## config.mk

```make
export PLATFORM = sky130hd
export DESIGN_NAME = gas_sensor_ppm_converter_core
export DESIGN_NICKNAME = d
export VERILOG_FILES = /design/src/hw/rtl/gsp_pkg.sv /design/src/hw/rtl/gas_sensor_ppm_converter_core.sv
export SDC_FILE = /design/constraint.sdc
export NUM_CORES = 2
export LEC_CHECK = 0
export BUFFER_PORTS_ARGS = -buffer_cell sky130_fd_sc_hd__clkbuf_2
export CORE_MARGIN = 4
export CORE_UTILIZATION = 51
export DETAILED_ROUTE_END_ITERATION = 8
export GPL_TIMING_DRIVEN = 0
export PLACE_DENSITY = 0.67
export SYNTH_ARGS = -nofsm -noshare
export SYNTH_HDL_FRONTEND = slang
export SYNTH_SLANG_ARGS = --single-unit
```

## constraint.sdc

```tcl
create_clock -name clk -period 9.9 [get_ports clk]
set_clock_uncertainty 0.05 [all_clocks]
set_input_delay 1.98 -clock clk [delete_from_list [all_inputs] [get_ports clk]]
set_output_delay 1.98 -clock clk [all_outputs]
set_load 0.02 [all_outputs]
```

## src/hw/rtl/gsp_pkg.sv

```systemverilog
package gsp_pkg;

  typedef enum logic [3:0] {
    ST_IDLE,
    ST_RS_MUL,
    ST_RS_LD,
    ST_DIV,
    ST_DIV_END,
    ST_NORM,
    ST_SQ_MUL,
    ST_SQ_UPD,
    ST_L10_MUL,
    ST_L10,
    ST_T_MUL,
    ST_T,
    ST_TRY,
    ST_DONE
  } state_t;

  // which quotient the shared divider is producing
  typedef enum logic [1:0] {
    PH_RS,
    PH_RO,
    PH_RAT,
    PH_X
  } phase_t;

  localparam logic [2:0] STAT_OK      = 3'd0;
  localparam logic [2:0] STAT_ZERO    = 3'd1;
  localparam logic [2:0] STAT_NOCAL   = 3'd2;
  localparam logic [2:0] STAT_SAT     = 3'd3;
  localparam logic [2:0] STAT_UNSEL   = 3'd4;

  localparam int CFG_AW = 3;
  localparam logic [CFG_AW-1:0] REG_LOAD_RES  = 3'd0;
  localparam logic [CFG_AW-1:0] REG_CAF       = 3'd1;
  localparam logic [CFG_AW-1:0] REG_X0        = 3'd2;
  localparam logic [CFG_AW-1:0] REG_Y0        = 3'd3;
  localparam logic [CFG_AW-1:0] REG_SLOPE     = 3'd4;
  localparam logic [CFG_AW-1:0] REG_GAS_SEL   = 3'd5;

  localparam logic [32:0] LOG10_2_Q16 = 33'd19728;
  localparam logic [32:0] LOG2_10_Q16 = 33'd217706;

  localparam int DIV_STEPS = 48;
  localparam int SQ_STEPS  = 16;

endpackage

```

## src/hw/rtl/gas_sensor_ppm_converter_core.sv

```systemverilog
// Channel | Dir | Signals                      | Content
// in      | in  | in_tvalid/in_tready/in_tdata | mode, adc_sample
// out     | out | out_tvalid/out_tready/out_tdata | ppm_value, ro_value, status
// cfg     | in  | cfg_we/cfg_addr/cfg_wdata    | register writes, no read-back
//
// One shared 33x33 multiplier and one restoring divider (one quotient bit per cycle)
// work under the sequencer. Early-out status codes go straight to the result.
// in_tready is high only in idle.
// A finished result waits in the output register while the next request is taken.
// rst_n is synchronous: config registers, state and output valid take their reset values, Ro is cleared.
module gas_sensor_ppm_converter_core
  import gsp_pkg::*;
#(
  parameter int ADC_BITS = 10,
  localparam int IN_W = ((1 + ADC_BITS + 7) / 8) * 8
) (
  input  logic              clk,
  input  logic              rst_n,
  input  logic              in_tvalid,
  output logic              in_tready,
  input  logic [IN_W-1:0]   in_tdata,   // mode, adc_sample
  output logic              out_tvalid,
  input  logic              out_tready,
  output logic [71:0]       out_tdata,  // ppm_value[31:0], ro_value[63:32], status[66:64]
  input  logic              cfg_we,
  input  logic [CFG_AW-1:0] cfg_addr,
  input  logic [15:0]       cfg_wdata
);

  localparam logic [ADC_BITS:0] FS = {1'b1, {ADC_BITS{1'b0}}};

  logic [15:0] load_res_r, caf_r, x0_r, y0_r, slope_r;
  logic        gas_sel_r;

  state_t state_r, state_nxt;
  phase_t phase_r, phase_nxt;
  logic                mode_r, mode_nxt;
  logic [ADC_BITS-1:0] s_r, s_nxt;
  logic [31:0]         ro_r, ro_nxt;
  logic signed [65:0]  mul_r, mul_nxt;
  logic [32:0]         rem_r, rem_nxt;
  logic [47:0]         quo_r, quo_nxt;
  logic [31:0]         dvs_r, dvs_nxt;
  logic [5:0]          cnt_r, cnt_nxt;
  logic [31:0]         m_r, m_nxt;
  logic [15:0]         frac_r, frac_nxt;
  logic [4:0]          p_r, p_nxt;
  logic signed [21:0]  lg_r, lg_nxt;
  logic                neg_r, neg_nxt;
  logic signed [31:0]  x_r, x_nxt;
  logic [15:0]         tf_r, tf_nxt;
  logic [31:0]         cand_r, cand_nxt;
  logic [4:0]          bit_r, bit_nxt;
  logic                search_r, search_nxt;
  logic [31:0]         ppm_r, ppm_nxt;
  logic [2:0]          stat_r, stat_nxt;
  logic                out_valid_r, out_valid_nxt;
  logic [71:0]         out_data_r, out_data_nxt;

  logic signed [32:0]  mul_a, mul_b;
  logic [32:0]         rem_sh;
  logic                q_bit;
  logic [31:0]         q_sat, rat_v, sq, trial;
  logic [15:0]         frac_fin;
  logic [ADC_BITS:0]   fs_minus;
  logic signed [18:0]  diff;
  logic signed [30:0]  dnum;
  logic [16:0]         slope_mag;
  logic signed [31:0]  qsgn;
  logic signed [53:0]  t_v;
  logic [ADC_BITS-1:0] in_s;
  logic [4:0]          last_bit;

  assign in_tready  = (state_r == ST_IDLE);
  assign out_tvalid = out_valid_r;
  assign out_tdata  = out_data_r;

  always_ff @(posedge clk) begin
    if (!rst_n) begin
      load_res_r <= 16'd2560;
      caf_r      <= 16'd2516;
      x0_r       <= 16'd9421;
      y0_r       <= 16'd721;
      slope_r    <= 16'hF877;
      gas_sel_r  <= 1'b0;
    end else if (cfg_we) begin
      unique case (cfg_addr)
        REG_LOAD_RES: load_res_r <= cfg_wdata;
        REG_CAF:      caf_r      <= cfg_wdata;
        REG_X0:       x0_r       <= cfg_wdata;
        REG_Y0:       y0_r       <= cfg_wdata;
        REG_SLOPE:    slope_r    <= cfg_wdata;
        REG_GAS_SEL:  gas_sel_r  <= cfg_wdata[0];
        default: ;
      endcase
    end
  end

  always_ff @(posedge clk) begin
    if (!rst_n) begin
      state_r     <= ST_IDLE;
      ro_r        <= '0;
      out_valid_r <= 1'b0;
    end else begin
      state_r     <= state_nxt;
      ro_r        <= ro_nxt;
      out_valid_r <= out_valid_nxt;
    end
  end

  always_ff @(posedge clk) begin
    phase_r    <= phase_nxt;
    mode_r     <= mode_nxt;
    s_r        <= s_nxt;
    mul_r      <= mul_nxt;
    rem_r      <= rem_nxt;
    quo_r      <= quo_nxt;
    dvs_r      <= dvs_nxt;
    cnt_r      <= cnt_nxt;
    m_r        <= m_nxt;
    frac_r     <= frac_nxt;
    p_r        <= p_nxt;
    lg_r       <= lg_nxt;
    neg_r      <= neg_nxt;
    x_r        <= x_nxt;
    tf_r       <= tf_nxt;
    cand_r     <= cand_nxt;
    bit_r      <= bit_nxt;
    search_r   <= search_nxt;
    ppm_r      <= ppm_nxt;
    stat_r     <= stat_nxt;
    out_data_r <= out_data_nxt;
  end

  always_comb begin
    state_nxt     = state_r;
    phase_nxt     = phase_r;
    mode_nxt      = mode_r;
    s_nxt         = s_r;
    ro_nxt        = ro_r;
    rem_nxt       = rem_r;
    quo_nxt       = quo_r;
    dvs_nxt       = dvs_r;
    cnt_nxt       = cnt_r;
    m_nxt         = m_r;
    frac_nxt      = frac_r;
    p_nxt         = p_r;
    lg_nxt        = lg_r;
    neg_nxt       = neg_r;
    x_nxt         = x_r;
    tf_nxt        = tf_r;
    cand_nxt      = cand_r;
    bit_nxt       = bit_r;
    search_nxt    = search_r;
    ppm_nxt       = ppm_r;
    stat_nxt      = stat_r;
    out_valid_nxt = out_valid_r && !out_tready;
    out_data_nxt  = out_data_r;

    in_s      = in_tdata[ADC_BITS:1];
    fs_minus  = FS - {1'b0, s_r};
    rem_sh    = {rem_r[31:0], quo_r[47]};
    q_bit     = (rem_sh >= {1'b0, dvs_r});
    q_sat     = (|quo_r[47:32]) ? 32'hFFFF_FFFF : quo_r[31:0];
    rat_v     = (q_sat == 32'd0) ? 32'd1 : q_sat;
    sq        = mul_r[61:30];
    frac_fin  = {frac_r[14:0], sq[31]};
    trial     = cand_r | (32'd1 << bit_r);
    last_bit  = 5'd31 - p_r;
    diff      = $signed({mul_r[37], mul_r[37:20]}) - $signed({{3{y0_r[15]}}, y0_r});
    dnum      = {diff[18:0], 12'd0};
    slope_mag = slope_r[15] ? (17'd0 - {1'b1, slope_r}) : {1'b0, slope_r};
    qsgn      = neg_r ? (32'sd0 - $signed(quo_r[31:0])) : $signed(quo_r[31:0]);
    t_v       = mul_r[65:12];

    mul_a = '0;
    mul_b = '0;
    unique case (state_r)
      ST_RS_MUL: begin
        mul_a = $signed({{(32 - ADC_BITS){1'b0}}, fs_minus});
        mul_b = $signed({17'd0, load_res_r});
      end
      ST_SQ_MUL: begin
        mul_a = $signed({2'b00, m_r[30:0]});
        mul_b = $signed({2'b00, m_r[30:0]});
      end
      ST_L10_MUL: begin
        mul_a = $signed({{11{lg_r[21]}}, lg_r});
        mul_b = $signed(LOG10_2_Q16);
      end
      ST_T_MUL: begin
        mul_a = $signed({x_r[31], x_r});
        mul_b = $signed(LOG2_10_Q16);
      end
      default: ;
    endcase
    mul_nxt = mul_a * mul_b;

    unique case (state_r)
      ST_IDLE: begin
        if (in_tvalid) begin
          mode_nxt = in_tdata[0];
          s_nxt    = in_s;
          ppm_nxt  = '0;
          stat_nxt = STAT_OK;
          priority if (in_s == '0) begin
            stat_nxt  = STAT_ZERO;
            state_nxt = ST_DONE;
          end else if (!in_tdata[0] && ro_r == '0) begin
            stat_nxt  = STAT_NOCAL;
            state_nxt = ST_DONE;
          end else if (!in_tdata[0] && gas_sel_r) begin
            stat_nxt  = STAT_UNSEL;
            state_nxt = ST_DONE;
          end else begin
            state_nxt = ST_RS_MUL;
          end
        end
      end
      ST_RS_MUL: state_nxt = ST_RS_LD;
      ST_RS_LD: begin
        quo_nxt   = {7'd0, mul_r[32:0], 8'd0};
        dvs_nxt   = {{(32 - ADC_BITS){1'b0}}, s_r};
        rem_nxt   = '0;
        cnt_nxt   = '0;
        phase_nxt = PH_RS;
        state_nxt = ST_DIV;
      end
      ST_DIV: begin
        rem_nxt = q_bit ? (rem_sh - {1'b0, dvs_r}) : rem_sh;
        quo_nxt = {quo_r[46:0], q_bit};
        cnt_nxt = cnt_r + 6'd1;
        if (cnt_r == 6'(DIV_STEPS - 1)) state_nxt = ST_DIV_END;
      end
      ST_DIV_END: begin
        rem_nxt = '0;
        cnt_nxt = '0;
        unique case (phase_r)
          PH_RS: begin
            state_nxt = ST_DIV;
            if (mode_r) begin
              quo_nxt   = {8'd0, q_sat, 8'd0};
              dvs_nxt   = (caf_r == 16'd0) ? 32'd1 : {16'd0, caf_r};
              phase_nxt = PH_RO;
            end else begin
              quo_nxt   = {q_sat, 16'd0};
              dvs_nxt   = ro_r;
              phase_nxt = PH_RAT;
            end
          end
          PH_RO: begin
            ro_nxt    = q_sat;
            state_nxt = ST_DONE;
          end
          PH_RAT: begin
            m_nxt     = rat_v;
            p_nxt     = 5'd31;
            state_nxt = ST_NORM;
          end
          PH_X: begin
            x_nxt     = qsgn + $signed({{16{x0_r[15]}}, x0_r});
            state_nxt = ST_T_MUL;
          end
          default: ;
        endcase
      end
      // shift up to the leading one, then drop to Q2.30
      ST_NORM: begin
        if (m_r[31]) begin
          m_nxt      = {1'b0, m_r[31:1]};
          frac_nxt   = '0;
          cnt_nxt    = '0;
          search_nxt = 1'b0;
          state_nxt  = ST_SQ_MUL;
        end else begin
          m_nxt = {m_r[30:0], 1'b0};
          p_nxt = p_r - 5'd1;
        end
      end
      ST_SQ_MUL: state_nxt = ST_SQ_UPD;
      ST_SQ_UPD: begin
        m_nxt    = sq[31] ? {1'b0, sq[31:1]} : sq;
        frac_nxt = frac_fin;
        cnt_nxt  = cnt_r + 6'd1;
        if (cnt_r == 6'(SQ_STEPS - 1)) begin
          if (!search_r) begin
            lg_nxt    = {6'({1'b0, p_r}) - 6'd16, frac_fin};
            state_nxt = ST_L10_MUL;
          end else begin
            if (frac_fin <= tf_r) cand_nxt = trial;
            if (bit_r == last_bit) begin
              ppm_nxt   = ((frac_fin <= tf_r) ? trial : cand_r) >> last_bit;
              state_nxt = ST_DONE;
            end else begin
              bit_nxt   = bit_r - 5'd1;
              state_nxt = ST_TRY;
            end
          end
        end else begin
          state_nxt = ST_SQ_MUL;
        end
      end
      ST_L10_MUL: state_nxt = ST_L10;
      ST_L10: begin
        if (slope_r == 16'd0) begin
          ppm_nxt   = 32'hFFFF_FFFF;
          stat_nxt  = STAT_SAT;
          state_nxt = ST_DONE;
        end else begin
          neg_nxt   = dnum[30] ^ slope_r[15];
          quo_nxt   = {17'd0, dnum[30] ? (31'd0 - dnum) : dnum};
          dvs_nxt   = {15'd0, slope_mag};
          rem_nxt   = '0;
          cnt_nxt   = '0;
          phase_nxt = PH_X;
          state_nxt = ST_DIV;
        end
      end
      ST_T_MUL: state_nxt = ST_T;
      ST_T: begin
        priority if (!t_v[53] && (|t_v[52:21])) begin
          ppm_nxt   = 32'hFFFF_FFFF;
          stat_nxt  = STAT_SAT;
          state_nxt = ST_DONE;
        end else if (t_v[53]) begin
          state_nxt = ST_DONE;
        end else if (t_v[20:16] == 5'd0) begin
          ppm_nxt   = 32'd1;
          state_nxt = ST_DONE;
        end else begin
          p_nxt     = t_v[20:16];
          tf_nxt    = t_v[15:0];
          cand_nxt  = 32'h8000_0000;
          bit_nxt   = 5'd30;
          state_nxt = ST_TRY;
        end
      end
      // try the next ppm bit, held left-aligned in cand
      ST_TRY: begin
        m_nxt      = {1'b0, trial[31:1]};
        frac_nxt   = '0;
        cnt_nxt    = '0;
        search_nxt = 1'b1;
        state_nxt  = ST_SQ_MUL;
      end
      ST_DONE: begin
        if (!out_valid_r || out_tready) begin
          out_valid_nxt = 1'b1;
          out_data_nxt  = {5'd0, stat_r, ro_r, ppm_r};
          state_nxt     = ST_IDLE;
        end
      end
      default: state_nxt = ST_IDLE;
    endcase
  end

endmodule
```

==> flow_metrics.tcl <==
set metrics [dict create \
    synth.most_common_cell "inv_1" \
    busiest_layer "met2" \
    synth-edff-count 393 \
    place_area_um2 69560 \
    cts_hold_buf 0 \
    grt_first_pass_wirelength_um 386900 \
    dieArea_um2 135600 \
    relSlewSlack_pct 9.945 \
    maxCapViolCount 0 \
    dp_slack_ns -3.013 \
    core_area_um2 128200 \
    grt_max_degree 35 \
    first_global_vias 55160 \
    worstHoldStart "ppm_r[17]$_DFFE_PP_" \
    row_count 131 \
    synth-seq-area-share_pct 23.37 \
    antenna_found_initial 15 \
    cts_htree_levels 2 \
    netlist_instances 7028 \
    fin_ws_ns -0.001724 \
    worstMarginPinSlew_ns 1.351 \
    vias 55021 \
    cts_root_buf "clkbuf_16" \
    antenna_left 0 \
    syn_area_per_cell_um2 9.417 \
    yosys_warnings 0 \
    wirelength_um 268500 \
    gp_congestion 1.034 \
    use_met2_pct 58.14 \
    violations "setup timing" \
    finalMaxSlewViolations 0 \
    ys_top_cells_by_area "fa_1, edfxtp_1, inv_1, nand2_1, ha_1" \
    critPathKind "reg2reg" \
    wl_per_cell_um 29.69 \
    yosysTopAreaCellShare_pct 32.03 \
    grt-ovfl-total 0 \
    ys_seq_elements 576 \
    first_iter_violations 7019 \
    period_share_pct 100.0 \
    clock_latency_ns 0.66 \
    cp_max_fo 10 \
    drc_errors 0 \
    critPathLaunch "state_r[0]$_SDFFE_PN0P_" \
    r2r_start "state_r[0]$_SDFFE_PN0P_" \
    critPathMaxStageDelay_ns 0.57 \
    ys_async_sr_fraction_pct 0 \
    synth_area_um2 66190 \
    die_h_um 368.2 \
    dieWidth_um 368.2 \
    fin_nets 8658 \
    arrival_ns 10.42 \
    fin_crit_ns 9.902 \
    drive_gt1_share_pct 8.405 \
    critPathRequiredTime_ns 10.42 \
    area_delta_synth_final_pct 10.27 \
    cp_common_cell "fa_1" \
    setup_tns_ns -0.001724 \
    first_pass_iters 9 \
    synth_top_flop_cell "edfxtp_1" \
    synth_common_cells "inv_1, fa_1, nand2_1" \
    io_buffers 102 \
    grt_use_met1_pct 53.55 \
    crit_slowest_cell "fa_1" \
    finalHoldViolCount 0 \
    final_area_um2 72980 \
    rrSetupSlack_ns -0.002 \
    io-pin-count 114 \
    status "finished, violations left" \
    hold_class "reg2reg" \
    cts_tree "done" \
    clockBufferDepth 3 \
    dp_hpwl_um 217000 \
    initial_core_util_pct 51.64 \
    rr_worst_depth 31 \
    synth.distinct_cells 83 \
    clkTransAtPathRegs_ns 0.07 \
    holdPathStages 0 \
    crit_path_start_kind "register" \
    viasPerCell 6.085 \
    max_freq_mhz 101.0 \
    synth_largest_area_cell "fa_1" \
    gr-usage-met3_pct 11.30 \
    numCtsBuffers 55 \
    track_usage_pct 39.57 \
    clock_sinks 576 \
    finalSetupViolCount 1 \
    cp-end-kind "register" \
]
==> state kept, by name (all words and copies together), names as in the netlist, 6 cells and up <==
name and cells:
caf_r 16, cand_r 32, cnt_r 6, dvs_r 32, frac_r 15, lg_r 21, load_res_r 16, m_r 32
mul_r 65, out_tdata 67, ppm_r 32, quo_r 48, rem_r 32, ro_r 32, s_r 10, slope_r 16
tf_r 16, x0_r 16, x_r 32, y0_r 16
==> repair_timing <==
action	in CTS	in global routing
setup buffers	26	9
setup endpoints to repair	50	20
pin swaps	13	7
resized for setup	327	145
==> layer usage <==
layer | up-vias | part of all wire, % | routed length [µm]
met1 | 27798 | 39 | 104900
li1 | 23058 | - | -
met3 | 807 | 12 | 31700
met4 | 6 | 6.7 | 18040
met5 | - | 0.015 | 41
met2 | 3352 | 42 | 113800
==> cell families (layout without fill, tap and decap cells) <==
| logic type | count (synthesis) | after routing | share of synthesized area [%] |
|---|---|---|---|
| AO/OA/AOI/OAI | 1047 | 1047 | 10.67 |
| XOR/XNOR | 215 | 215 | 2.845 |
| adder cells (fa/ha/maj) | 1360 | 1360 | 37.72 |
| buffers and inverters | 1611 | 1845 | 9.191 |
| flip-flops | 576 | 576 | 23.37 |
| multiplexers | 164 | 164 | 2.987 |
| other | 2 | 53 | 0.01135 |
| AND/OR/NAND/NOR | 2053 | 2053 | 13.21 |
==> worst max-delay path: cells and delay by family, from the launching register on <==
kind | cells | cell delay [ns]
buffers and inverters | 8 | 1.20
adder cells (fa/ha/maj) | 9 | 4.41
XOR/XNOR | 1 | 0.22
AO/OA/AOI/OAI | 5 | 1.43
flip-flops | 1 | 0.39
AND/OR/NAND/NOR | 8 | 2.06
==> final timing paths <==
kind / endpoint
setup / recovery: mul_r[51]$_DFF_P_
hold / removal: out_tdata[17]$_DFFE_PP_
setup reg to reg: mul_r[51]$_DFF_P_
hold reg to reg: out_tdata[17]$_DFFE_PP_
==> layout make-up <==
type	instances	area, µm²
Fill cell	11718	55190
Multi-Input combinational cell	4884	45700
Sequential cell	576	15470
Inverter	1251	4715
Tap cell	1729	2163
Buffer	323	1754
Clock buffer	74	1640
Timing Repair Buffer	167	1206
Clock inverter	30	306.5
Antenna cell	8	20.02
==> metrics by stage <==
step           utilization [%]  cells  hold slack, ns
2_1_floorplan                -   7071          0.3503
3_3_place_gp             53.85   8902          0.3516
3_5_place_dp             54.27   8932          0.3545
4_1_cts                  56.58   9029          0.3656
5_1_grt                  56.92   9034          0.3739
6_report                 56.94   9042          0.3669
==> cells in the final DEF (no fill, tap or decap), types with 86 or more instances in the layout <==
cell type / count
a21oi_1: 240
clkbuf_2: 128
o21ai_0: 190
dfxtp_1: 179
fa_1: 1055
nand2_1: 1008
clkbuf_1: 185
xnor2_1: 145
edfxtp_1: 393
ha_1: 294
a21o_1: 86
inv_1: 1246
nor2_1: 560
mux2i_1: 112
nand3_1: 93
Power is left out: the tool's default activity adds up to more than one toggle a clock period on the data nets, which glitch-free logic cannot reach.
